--- config.mk ---
export PLATFORM = sky130hd
export DESIGN_NAME = window_mean_diff_variance_flat
export DESIGN_NICKNAME = d
export VERILOG_FILES = /design/src/rtl/core/wmdv_pkg.sv /design/src/rtl/core/wmdv_sample_if.sv /design/src/rtl/core/wmdv_result_if.sv /design/src/rtl/core/wmdv_ctrl.sv /design/src/rtl/core/wmdv_datapath.sv /design/src/rtl/core/window_mean_diff_variance.sv /design/src/flat_wrapper.sv
export SDC_FILE = /design/constraint.sdc
export NUM_CORES = 2
export LEC_CHECK = 0
export BUFFER_PORTS_ARGS = -buffer_cell sky130_fd_sc_hd__clkbuf_2
export CAP_MARGIN = 20
export CORE_MARGIN = 5
export CORE_UTILIZATION = 29
export DETAILED_ROUTE_END_ITERATION = 7
export PLACE_DENSITY = 0.5
export SETUP_SLACK_MARGIN = 0.2
export SYNTH_ARGS = -nofsm -noshare
export SYNTH_HDL_FRONTEND = slang
export SYNTH_SLANG_ARGS = --single-unit
--- constraint.sdc ---
create_clock -name clk -period 8.8 [get_ports clk]
set_input_delay 1.76 -clock clk [delete_from_list [all_inputs] [get_ports clk]]
set_output_delay 1.76 -clock clk [all_outputs]
set_load 0.05 [all_outputs]
--- src/rtl/core/wmdv_pkg.sv ---
`timescale 1ns / 1ps
// shared widths, command and status types for the sliding-window mean and variance block
// no dependencies; every other file of the block imports this package

package wmdv_pkg;

  // window length; must be a power of two in 2..256
  localparam int WINDOW   = 16;
  localparam int LOG2_W   = $clog2(WINDOW);
  localparam int PTR_W    = (LOG2_W < 1) ? 1 : LOG2_W;

  localparam int SAMPLE_W = 16;
  localparam int DIFF_W   = SAMPLE_W + 1;
  localparam int SUM_W    = SAMPLE_W + LOG2_W + 1;
  localparam int SQR_W    = 2 * SAMPLE_W - 1;
  localparam int SQ_W     = SQR_W + LOG2_W;
  // 2*sum - WINDOW*mean, and the product of the mean with it
  localparam int T_W      = SUM_W + 2;
  localparam int PROD_W   = SAMPLE_W + T_W;
  localparam int FRAC_W   = 8;
  localparam int VAR_W    = 40;

  typedef enum logic [2:0] {
    S_IDLE,
    S_SQUARE,
    S_MEAN,
    S_PRODUCT,
    S_WRITE
  } wmdv_state_t;

  typedef struct packed {
    logic load;
    logic square;
    logic mean;
    logic product;
    logic write;
  } wmdv_cmd_t;

  typedef struct packed {
    logic out_free;
  } wmdv_status_t;

endpackage

--- src/rtl/core/wmdv_sample_if.sv ---
`timescale 1ns / 1ps
// valid/ready channel carrying one signed sensor sample per item
// depends on wmdv_pkg

interface wmdv_sample_if;
  import wmdv_pkg::*;

  logic                       valid;
  logic                       ready;
  logic signed [SAMPLE_W-1:0] sample;

  modport source (output valid, output sample, input ready);
  modport sink (input valid, input sample, output ready);
endinterface

--- src/rtl/core/wmdv_result_if.sv ---
`timescale 1ns / 1ps
// valid/ready channel carrying mean, newest deviation and variance per item
// depends on wmdv_pkg

interface wmdv_result_if;
  import wmdv_pkg::*;

  logic                       valid;
  logic                       ready;
  logic signed [SAMPLE_W-1:0] mean;
  logic signed [DIFF_W-1:0]   newest_minus_mean;
  logic [VAR_W-1:0]           variance_q8;

  modport source (output valid, output mean, output newest_minus_mean,
                  output variance_q8, input ready);
  modport sink (input valid, input mean, input newest_minus_mean,
                input variance_q8, output ready);
endinterface

--- src/rtl/core/wmdv_ctrl.sv ---
`timescale 1ns / 1ps
// sequencer: steps each item through square, mean, product and write phases
// depends on wmdv_pkg; drives the datapath through wmdv_cmd_t

module wmdv_ctrl (
  input  logic                  clk,
  input  logic                  rst,
  input  logic                  in_valid,
  output logic                  in_ready,
  input  wmdv_pkg::wmdv_status_t status,
  output wmdv_pkg::wmdv_cmd_t    cmd
);
  import wmdv_pkg::*;

  wmdv_state_t state, state_next;

  always_ff @(posedge clk) begin
    if (rst) begin
      state <= S_IDLE;
    end else begin
      state <= state_next;
    end
  end

  always_comb begin
    state_next = state;
    cmd        = '0;
    in_ready   = 1'b0;
    unique case (state)
      S_IDLE: begin
        in_ready = 1'b1;
        if (in_valid) begin
          cmd.load   = 1'b1;
          state_next = S_SQUARE;
        end
      end
      S_SQUARE: begin
        cmd.square = 1'b1;
        state_next = S_MEAN;
      end
      S_MEAN: begin
        cmd.mean   = 1'b1;
        state_next = S_PRODUCT;
      end
      S_PRODUCT: begin
        cmd.product = 1'b1;
        state_next  = S_WRITE;
      end
      S_WRITE: begin
        // result goes out and the next item may enter in the same cycle
        if (status.out_free) begin
          cmd.write = 1'b1;
          in_ready  = 1'b1;
          if (in_valid) begin
            cmd.load   = 1'b1;
            state_next = S_SQUARE;
          end else begin
            state_next = S_IDLE;
          end
        end
      end
      default: begin
        state_next = S_IDLE;
      end
    endcase
  end

  a_load_phase: assert property (@(posedge clk) disable iff (rst)
    cmd.load |-> (state == S_IDLE || state == S_WRITE))
    else $error("item taken outside idle or write phase");

  a_write_free: assert property (@(posedge clk) disable iff (rst)
    cmd.write |-> status.out_free)
    else $error("result written over an item not yet taken");

  a_load_starts: assert property (@(posedge clk) disable iff (rst)
    cmd.load |=> cmd.square)
    else $error("accepted item not followed by square phase");

endmodule

--- src/rtl/core/wmdv_datapath.sv ---
`timescale 1ns / 1ps
// ring store, running sums, squaring and mean-product multipliers, result register
// depends on wmdv_pkg and wmdv_result_if; sequenced by wmdv_ctrl

module wmdv_datapath (
  input  logic                                clk,
  input  logic                                rst,
  input  wmdv_pkg::wmdv_cmd_t                 cmd,
  output wmdv_pkg::wmdv_status_t              status,
  input  logic signed [wmdv_pkg::SAMPLE_W-1:0] sample,
  wmdv_result_if.source                       results
);
  import wmdv_pkg::*;

  logic signed [SAMPLE_W-1:0]   ring [WINDOW];
  logic [PTR_W-1:0]             pos;
  logic signed [SUM_W-1:0]      sum;
  logic [SQ_W-1:0]              sq_sum;
  logic                         out_valid;

  logic signed [SAMPLE_W-1:0]   newest;
  logic signed [SAMPLE_W-1:0]   oldest;
  logic [SQR_W-1:0]             sq_new;
  logic [SQR_W-1:0]             sq_old;
  logic signed [SAMPLE_W-1:0]   mean_r;
  logic signed [PROD_W-1:0]     prod;
  logic signed [SAMPLE_W-1:0]   mean_out;
  logic signed [DIFF_W-1:0]     diff_out;
  logic [VAR_W-1:0]             var_out;

  logic signed [2*SAMPLE_W-1:0] p_new;
  logic signed [2*SAMPLE_W-1:0] p_old;
  logic signed [SUM_W-1:0]      sum_adj;
  logic signed [SUM_W-1:0]      mean_full;
  logic signed [T_W-1:0]        t_val;
  logic signed [PROD_W-1:0]     prod_full;
  logic signed [PROD_W-1:0]     dev;
  logic [PROD_W-2:0]            dev_pos;
  logic [PROD_W+FRAC_W-2:0]     var_wide;

  assign p_new = newest * newest;
  assign p_old = oldest * oldest;

  // truncate toward zero: bias negative sums before the arithmetic shift
  assign sum_adj   = sum + (sum[SUM_W-1] ? SUM_W'(WINDOW - 1) : SUM_W'(0));
  assign mean_full = sum_adj >>> LOG2_W;

  // sum (x - m)^2 = sum x^2 - m * (2 sum - WINDOW m)
  assign t_val     = (T_W'(sum) <<< 1) - (T_W'(mean_r) <<< LOG2_W);
  assign prod_full = mean_r * t_val;
  assign dev       = $signed(PROD_W'(sq_sum)) - prod;
  assign dev_pos   = dev[PROD_W-1] ? '0 : dev[PROD_W-2:0];
  assign var_wide  = {dev_pos, {FRAC_W{1'b0}}} >> LOG2_W;

  assign status.out_free = !out_valid || results.ready;

  always_ff @(posedge clk) begin
    if (rst) begin
      for (int i = 0; i < WINDOW; i++) begin
        ring[i] <= '0;
      end
      pos       <= '0;
      sum       <= '0;
      sq_sum    <= '0;
      out_valid <= 1'b0;
    end else begin
      if (cmd.load) begin
        ring[pos] <= sample;
        pos       <= (pos == PTR_W'(WINDOW - 1)) ? '0 : pos + PTR_W'(1);
      end
      if (cmd.square) begin
        sum <= sum + SUM_W'(newest) - SUM_W'(oldest);
      end
      if (cmd.mean) begin
        sq_sum <= sq_sum + SQ_W'(sq_new) - SQ_W'(sq_old);
      end
      if (cmd.write) begin
        out_valid <= 1'b1;
      end else if (results.ready) begin
        out_valid <= 1'b0;
      end
    end
  end

  always_ff @(posedge clk) begin
    if (cmd.load) begin
      newest <= sample;
      oldest <= ring[pos];
    end
    if (cmd.square) begin
      sq_new <= p_new[SQR_W-1:0];
      sq_old <= p_old[SQR_W-1:0];
    end
    if (cmd.mean) begin
      mean_r <= mean_full[SAMPLE_W-1:0];
    end
    if (cmd.product) begin
      prod <= prod_full;
    end
    if (cmd.write) begin
      mean_out <= mean_r;
      diff_out <= DIFF_W'(newest) - DIFF_W'(mean_r);
      var_out  <= var_wide[VAR_W-1:0];
    end
  end

  assign results.valid             = out_valid;
  assign results.mean              = mean_out;
  assign results.newest_minus_mean = diff_out;
  assign results.variance_q8       = var_out;

  a_write_shows: assert property (@(posedge clk) disable iff (rst)
    cmd.write |=> results.valid)
    else $error("result register not valid after write");

  a_dev_nonneg: assert property (@(posedge clk) disable iff (rst)
    cmd.write |-> !dev[PROD_W-1])
    else $error("squared deviation sum went negative");

endmodule

--- src/rtl/core/window_mean_diff_variance.sv ---
`timescale 1ns / 1ps
// top level of the sliding-window mean and variance block
// depends on wmdv_pkg, wmdv_sample_if, wmdv_result_if, wmdv_ctrl, wmdv_datapath
//
//   channel   dir   payload                                    handshake
//   samples   in    sample (s16)                               valid / ready
//   results   out   mean (s16), newest_minus_mean (s17),       valid / ready
//                   variance_q8 (u40, 8 fraction bits)
//
// each item steps through squaring, mean, mean-product multiply and write phases;
// the next item is taken in the write phase, not before the last item is through
// the result register and its valid flag are loaded in the write phase
// reset (rst, synchronous) clears the window store and running sums
// a stalled result holds the write phase; no item is taken until it drains

module window_mean_diff_variance (
  input logic           clk,
  input logic           rst,
  wmdv_sample_if.sink   samples,
  wmdv_result_if.source results
);
  import wmdv_pkg::*;

  wmdv_cmd_t    cmd;
  wmdv_status_t status;

  wmdv_ctrl u_ctrl (
    .clk      (clk),
    .rst      (rst),
    .in_valid (samples.valid),
    .in_ready (samples.ready),
    .status   (status),
    .cmd      (cmd)
  );

  wmdv_datapath u_datapath (
    .clk     (clk),
    .rst     (rst),
    .cmd     (cmd),
    .status  (status),
    .sample  (samples.sample),
    .results (results)
  );

endmodule
--- src/flat_wrapper.sv ---
// flat-port wrapper written by rule: the top's interface ports become plain ports
module window_mean_diff_variance_flat import wmdv_pkg::*;
  (clk, rst, samples_valid, samples_sample, samples_ready, results_valid, results_mean, results_newest_minus_mean, results_variance_q8, results_ready);
  wmdv_sample_if samples_i ();
  wmdv_result_if results_i ();
  input logic clk;
  input logic rst;
  input wire logic [$bits(samples_i.valid)-1:0] samples_valid;
  input wire logic [$bits(samples_i.sample)-1:0] samples_sample;
  output wire logic [$bits(samples_i.ready)-1:0] samples_ready;
  output wire logic [$bits(results_i.valid)-1:0] results_valid;
  output wire logic [$bits(results_i.mean)-1:0] results_mean;
  output wire logic [$bits(results_i.newest_minus_mean)-1:0] results_newest_minus_mean;
  output wire logic [$bits(results_i.variance_q8)-1:0] results_variance_q8;
  input wire logic [$bits(results_i.ready)-1:0] results_ready;
  assign samples_i.valid = samples_valid;
  assign samples_i.sample = samples_sample;
  assign samples_ready = samples_i.ready;
  assign results_valid = results_i.valid;
  assign results_mean = results_i.mean;
  assign results_newest_minus_mean = results_i.newest_minus_mean;
  assign results_variance_q8 = results_i.variance_q8;
  assign results_i.ready = results_ready;
  window_mean_diff_variance u_core (.clk(clk), .rst(rst), .samples(samples_i), .results(results_i));
endmodule
* Yosys cells after proc, flatten, opt, wreduce, memory -nomap -nowiden
Memories as Yosys holds them, arrays and structs flattened. A register that Yosys moved wholly into a read port is not among the register bits.
Cells that the tools add are included.
** Word-level totals
- Bits in registers :: 266
- Memories :: 1
- Memory bits (writable) :: 256
** Operators by class
- Muxes and demuxes :: 25
- Equal/unequal tests :: 7
- $add $sub $neg :: 9
- Reductions and logical operators :: 6
- Multiply operators :: 3
** Memories
- u_core.u_datapath.ring :: depth 16, width 16, read ports 1, clocked after Yosys merged registers in 1, write ports 16, line wmdv_datapath.sv:15 : logic signed [SAMPLE_W-1:0] ring [WINDOW];
** Operator list (count)
- multiplier 16 x 16 -> 31 bit :: 2
- multiplier 16 x 23 -> 39 bit :: 1
- subtractor 36 x 39 -> 39 bit :: 1
- adder 35 x 31 -> 35 bit :: 1
- subtractor 35 x 31 -> 35 bit :: 1
- subtractor 22 x 20 -> 23 bit :: 1
- adder 21 x 16 -> 21 bit :: 1
- subtractor 21 x 16 -> 21 bit :: 1
- adder 20 x 5 -> 20 bit :: 1
- subtractor 16 x 16 -> 17 bit :: 1
- 2-to-1 mux 1 bit :: 16
- 2-to-1 mux 16 bit :: 1
- OR reduction 16 bit :: 1
- one-hot mux 3 bit (5 select lines) :: 1
- 2-to-1 mux 4 bit :: 3
- equality test 3 x 2 -> 1 bit, second input constant :: 2
- 2-to-1 mux 3 bit :: 2
- adder 4 x 1 -> 4 bit, second input constant :: 1
- equality test 4 bit, second input constant :: 1
- one-hot mux 1 bit (2 select lines) :: 2
- equality test 3 x 1 -> 1 bit, second input constant :: 1
- equality test 3 bit, second input constant :: 1
- zero test 3 bit :: 1
- != test 2 x 1 -> 1 bit, second input constant :: 1
- 5 further kinds :: 5

* Longest topological paths before layout
- Depth after elaboration :: 9
- Gate-level depth with buffers :: 37

* Modules after synthesis
Synthesis repeated with hierarchy kept, for this count alone.
** Second synthesis, totals
- Cell total of the unflattened synthesis :: 5606
- Area, all modules :: 58120.7 um^2
** Modules (own cells, without submodules)
- wmdv_datapath :: cells each 5586, instances 1, area each 57921.8 um^2
- wmdv_ctrl :: cells each 20, instances 1, area each 198.9 um^2

* Worst setup path after synthesis
OpenSTA, ideal clock, no wires.
- Kind :: flip-flop to flip-flop
- From :: reg u_core.u_datapath.mean_r[1]
- To :: reg u_core.u_datapath.prod[37] (data pin)
- Setup time :: 258 ps
- Path buffers :: 2
- Period minus slack after synthesis :: 8772 ps
- Setup slack :: 28 ps
- Arrival time :: 8514 ps
- Stages on the path, launching flop included :: 36
- Data required time :: 8542 ps
- Path through :: edfxtp_1 -> clkbuf_1 -> inv_1 -> fa_1 -> a21o_1 -> a21oi_2 -> nand2b_1 -> a21oi_1 -> o21a_1 -> o221ai_2 -> a2111oi_1 -> o31a_1 -> buf_2 -> o41ai_4 -> and2_1 -> fa_1 -> inv_1 -> fa_1 -> fa_1 -> inv_1 -> fa_1 -> fa_1 -> inv_1 -> fa_1 -> inv_1 -> ha_1 -> a21o_1 -> a21oi_1 -> o21bai_1 -> a211oi_1 -> o211ai_1 -> o41ai_2 -> o211ai_1 -> a31o_2 -> a21oi_1 -> xnor2_1
** Between the ends
- Word-level cells in the longest chain between the ends :: 2
** RTL lines
- from (decl) :: line wmdv_datapath.sv:25 : logic signed [SAMPLE_W-1:0] mean_r;
- from (signal assigned) :: line wmdv_datapath.sv:95 : mean_r <= mean_full[SAMPLE_W-1:0];
- subtractor 22 x 20 -> 23 bit :: line wmdv_datapath.sv:49 : assign t_val = (T_W'(sum) <<< 1) - (T_W'(mean_r) <<< LOG2_W);
- multiplier 16 x 23 -> 39 bit (*) :: line wmdv_datapath.sv:50 : assign prod_full = mean_r * t_val;
- net u_core.u_datapath.prod_full[37] :: line wmdv_datapath.sv:36 : logic signed [PROD_W-1:0] prod_full;
- to (signal assigned) :: line wmdv_datapath.sv:98 : prod <= prod_full;
- to (decl) :: line wmdv_datapath.sv:26 : logic signed [PROD_W-1:0] prod;
The timed path passes the listed nets; every way through them passes the cells marked *.
A chain may end at the register's enable or synchronous reset.

* Worst setup path after layout
- From :: reg u_core.u_datapath.sum[3]
- To :: reg u_core.u_datapath.prod[38] (data pin)
** Between the ends
- Word-level cells in the longest chain between the ends :: 2
** RTL lines
- from (decl) :: line wmdv_datapath.sv:17 : logic signed [SUM_W-1:0] sum;
- from (signal assigned) :: line wmdv_datapath.sv:72 : sum <= sum + SUM_W'(newest) - SUM_W'(oldest);
- subtractor 22 x 20 -> 23 bit :: line wmdv_datapath.sv:49
- multiplier 16 x 23 -> 39 bit :: line wmdv_datapath.sv:50
- net u_core.u_datapath.prod_full[38] :: line wmdv_datapath.sv:36
The timed path passes the listed nets, and every way through them passes these cells.

==> results.py <==
metrics = {
    "setup_path": {
        "slowest_delay_ps": 550,
        "r2r_start": "u_core.u_datapath.sum[3]",
        "rrSetupSlack_ps": 350,
        "reg2reg_depth": 39,
        "crit_path_end_kind": "flip-flop",
        "cp.arrival_ps": 8850,
        "worst_path_max_delay_cell": "fa_2",
        "path_class": "flip-flop to flip-flop",
        "r2r_end": "u_core.u_datapath.prod[38]",
        "startpoint": "u_core.u_datapath.sum[3]",
        "startpoint_type": "flip-flop",
        "critPathMaxFanout": 4,
        "crit_required_ps": 9200,
    },
    "clock_tree": {
        "clock_sinks": 535,
        "h-tree-depth": 2,
        "cts_made_buffers": 60,
        "clkLatencyLatePin_ps": 730,
        "clock_path_buffers": 3,
        "path_clk_slew_ps": 70,
        "clock_tree.root_cell": "clkbuf_16",
        "tritoncts": "built",
    },
    "layout": {
        "multiInputGateArea_um2": 37400,
        "final_cell_mix": "inv_1 (1,243), fa_1 (851), nand2_1 (489)",
        "num-fill-cells": 20300,
        "final_cells": 8452,
        "ff_latch_area_um2": 15400,
        "final_layout_size_suffix_gt1_share_pct": 9.10,
        "nNetsFinal": 7007,
        "layout.cells.most_common": "inv_1",
        "syn2layout_area_growth_pct": 11.5,
    },
    "run": {
        "timing.max_cap.violations": 0,
    },
    "timing": {
        "post-route-min-period_ps": 8450,
        "fmax_mhz": 118,
        "fin_tns_setup_ps": 0,
        "tightest_slew_ps": 1100,
        "finalSetupViolations": 0,
        "finClkSkew_ps": 65.3,
        "maxSlewHeadroom_pct": 26.4,
        "period_share_pct": 96.1,
        "rsz0062_at_grt": "yes",
        "finalHoldViolations": 0,
        "maxSlewViolCount": 0,
    },
    "route": {
        "detail_route.iter0.violations": 2201,
        "drc": 0,
        "wl_per_cell_um": 19.2,
        "vias_per_cell": 4.55,
        "vias": 38400,
        "drt_pass1_iterations": 5,
        "drt_wl_total_mm": 162,
        "antenna_left": 0,
    },
    "global_route": {
        "antenna_found_initial": 3,
        "grt_pass1_vias": 41300,
        "overflow": 0,
        "grt_usage_pct": 15.5,
        "grt_max_degree": 70,
        "grt_pass1_wl_mm": 252,
    },
    "floorplanning": {
        "num_rows": 164,
        "die_x_um": 457,
        "coreArea_um2": 199000,
        "start_util_pct": 29.1,
        "boundaryPins": 95,
        "fp.dieH_um": 457,
        "dieArea_um2": 209000,
    },
    "synthesis": {
        "yosysSeqAreaShare_pct": 26.6,
        "syn-instance-count": 5615,
        "synth_edf_count": 471,
        "synth_top_family_by_area": "adder cells",
        "yosys-mux-area-fraction_pct": 3.20,
        "synth_fa_ha_area_share_pct": 37.9,
        "synth_area_um2": 57900,
        "synthDistinctLibCells": 94,
        "ys_warn_count": 0,
        "synth_xor_area_share_pct": 3.49,
        "synth.ff_latch_count": 535,
        "synth_compound_area_share_pct": 6.75,
        "synth.avg_cell_area_um2": 10.3,
        "synth_simple_gate_area_share_pct": 12.6,
        "synthArstFlopShare_pct": 0,
        "synth-main-ff-cell": "edfxtp_1",
    },
    "worst_hold_path": {
        "min_to": "u_core.u_datapath.sum[3]",
        "hold_path.class": "flip-flop to flip-flop",
        "hp-start": "u_core.u_datapath.sum[3]",
        "whs_path_depth": 2,
    },
    "place": {
        "dp_hpwl_mm": 128,
        "io_buffer_count": 90,
        "globalplace.congestion": 0.839,
        "post-place-cells": 8323,
    },
    "status": {
        "status": "completed",
    },
}
## cells by family after synthesis
logic type | Yosys count
adder cells (fa/ha/maj) | 1242
buffers and inverters | 1445
XOR/XNOR | 230
flip-flops | 535
AND/OR/NAND/NOR | 1485
multiplexers | 85
other | 1
AO/OA/AOI/OAI | 592
## flip-flops by register name, indices dropped and copies added (netlist names)
signal,count
u_core.u_datapath.ring,256
u_core.u_datapath.prod,38
u_core.u_datapath.results.variance_q8,36
u_core.u_datapath.sq_sum,35
u_core.u_datapath.sq_new,30
u_core.u_datapath.sq_old,30
u_core.u_datapath.sum,21
u_core.u_datapath.results.newest_minus_mean,17
u_core.u_datapath.mean_r,16
u_core.u_datapath.newest,16
u_core.u_datapath.oldest,16
u_core.u_datapath.results.mean,16
u_core.u_datapath.pos,4
u_core.u_ctrl.state,3
u_core.u_datapath.results.valid,1
## worst max path at each step
stage,depth (start not counted),endpoint,slack [ps]
2_1_floorplan,35,u_core.u_datapath.prod[37],220
3_3_place_gp,31,u_core.u_datapath.prod[37],50
3_5_place_dp,31,u_core.u_datapath.prod[38],-40
4_1_cts,33,u_core.u_datapath.prod[37],210
5_1_grt,34,u_core.u_datapath.prod[38],-10
6_report,39,u_core.u_datapath.prod[38],350
## through the flow
step | area [um^2] | setup slack [ps] | hold WS, ps | utilization [%]
global route | 64600 | -11.9 | 501 | 32.4
finish | 64600 | 346 | 482 | 32.4
global placement | 62100 | 50.6 | 472 | 31.2
floorplan | 58000 | 219 | 424 | -
CTS | 64300 | 211 | 487 | 32.3
detailed placement | 62100 | -42.1 | 476 | 31.2
## what timing repair did
item,in CTS,in global routing
gates resized for setup,23,39
hold buffers,0,0
setup endpoints to repair,6,13
setup buffers,12,4
pin swaps,26,54
## critical path: cells and delay by family (launching register included)
| kind | cells | cell delay (ps) |
|---|---|---|
| XOR/XNOR | 2 | 250 |
| adder cells (fa/ha/maj) | 9 | 3730 |
| flip-flops | 1 | 330 |
| AND/OR/NAND/NOR | 2 | 340 |
| AO/OA/AOI/OAI | 16 | 2660 |
| buffers and inverters | 10 | 830 |
## synthesized netlist by cell type (48+ instances only)
master	number	area share (%)
a21o_1	89	1.2
a21oi_1	195	1.7
and2_1	407	4.4
clkbuf_1	161	1.0
dfxtp_1	64	2.2
edfxtp_1	471	24
fa_1	858	30
ha_1	384	8.3
inv_1	1251	8.1
mux4_2	80	3.1
nand2_1	489	3.2
nand3_1	48	0.41
nor2_1	291	1.9
nor3_1	63	0.54
o21ai_0	97	0.84
xnor2_1	173	2.6
xor2_1	56	0.85
## routing by layer
metal	track usage [%]	wire (um)	share of wire, %
met1	21.3	74300	46
met2	26.4	77700	48
met3	1.85	6590	4.1
met4	3.56	3720	2.3
met5	0	0	0
## cell type report
cell class	instances	share of cell area, %
diodes	2	0.00775
clock buffers	73	2.40
clock inverters	38	0.630
inverters	1262	7.34
multi-input cells	3638	58.0
flip-flops and latches	535	23.9
well taps	2656	5.15
repair buffers	248	2.61
Power is left out: the tool's default activity adds up to more than one toggle a clock period on the data nets, which glitch-free logic cannot reach.
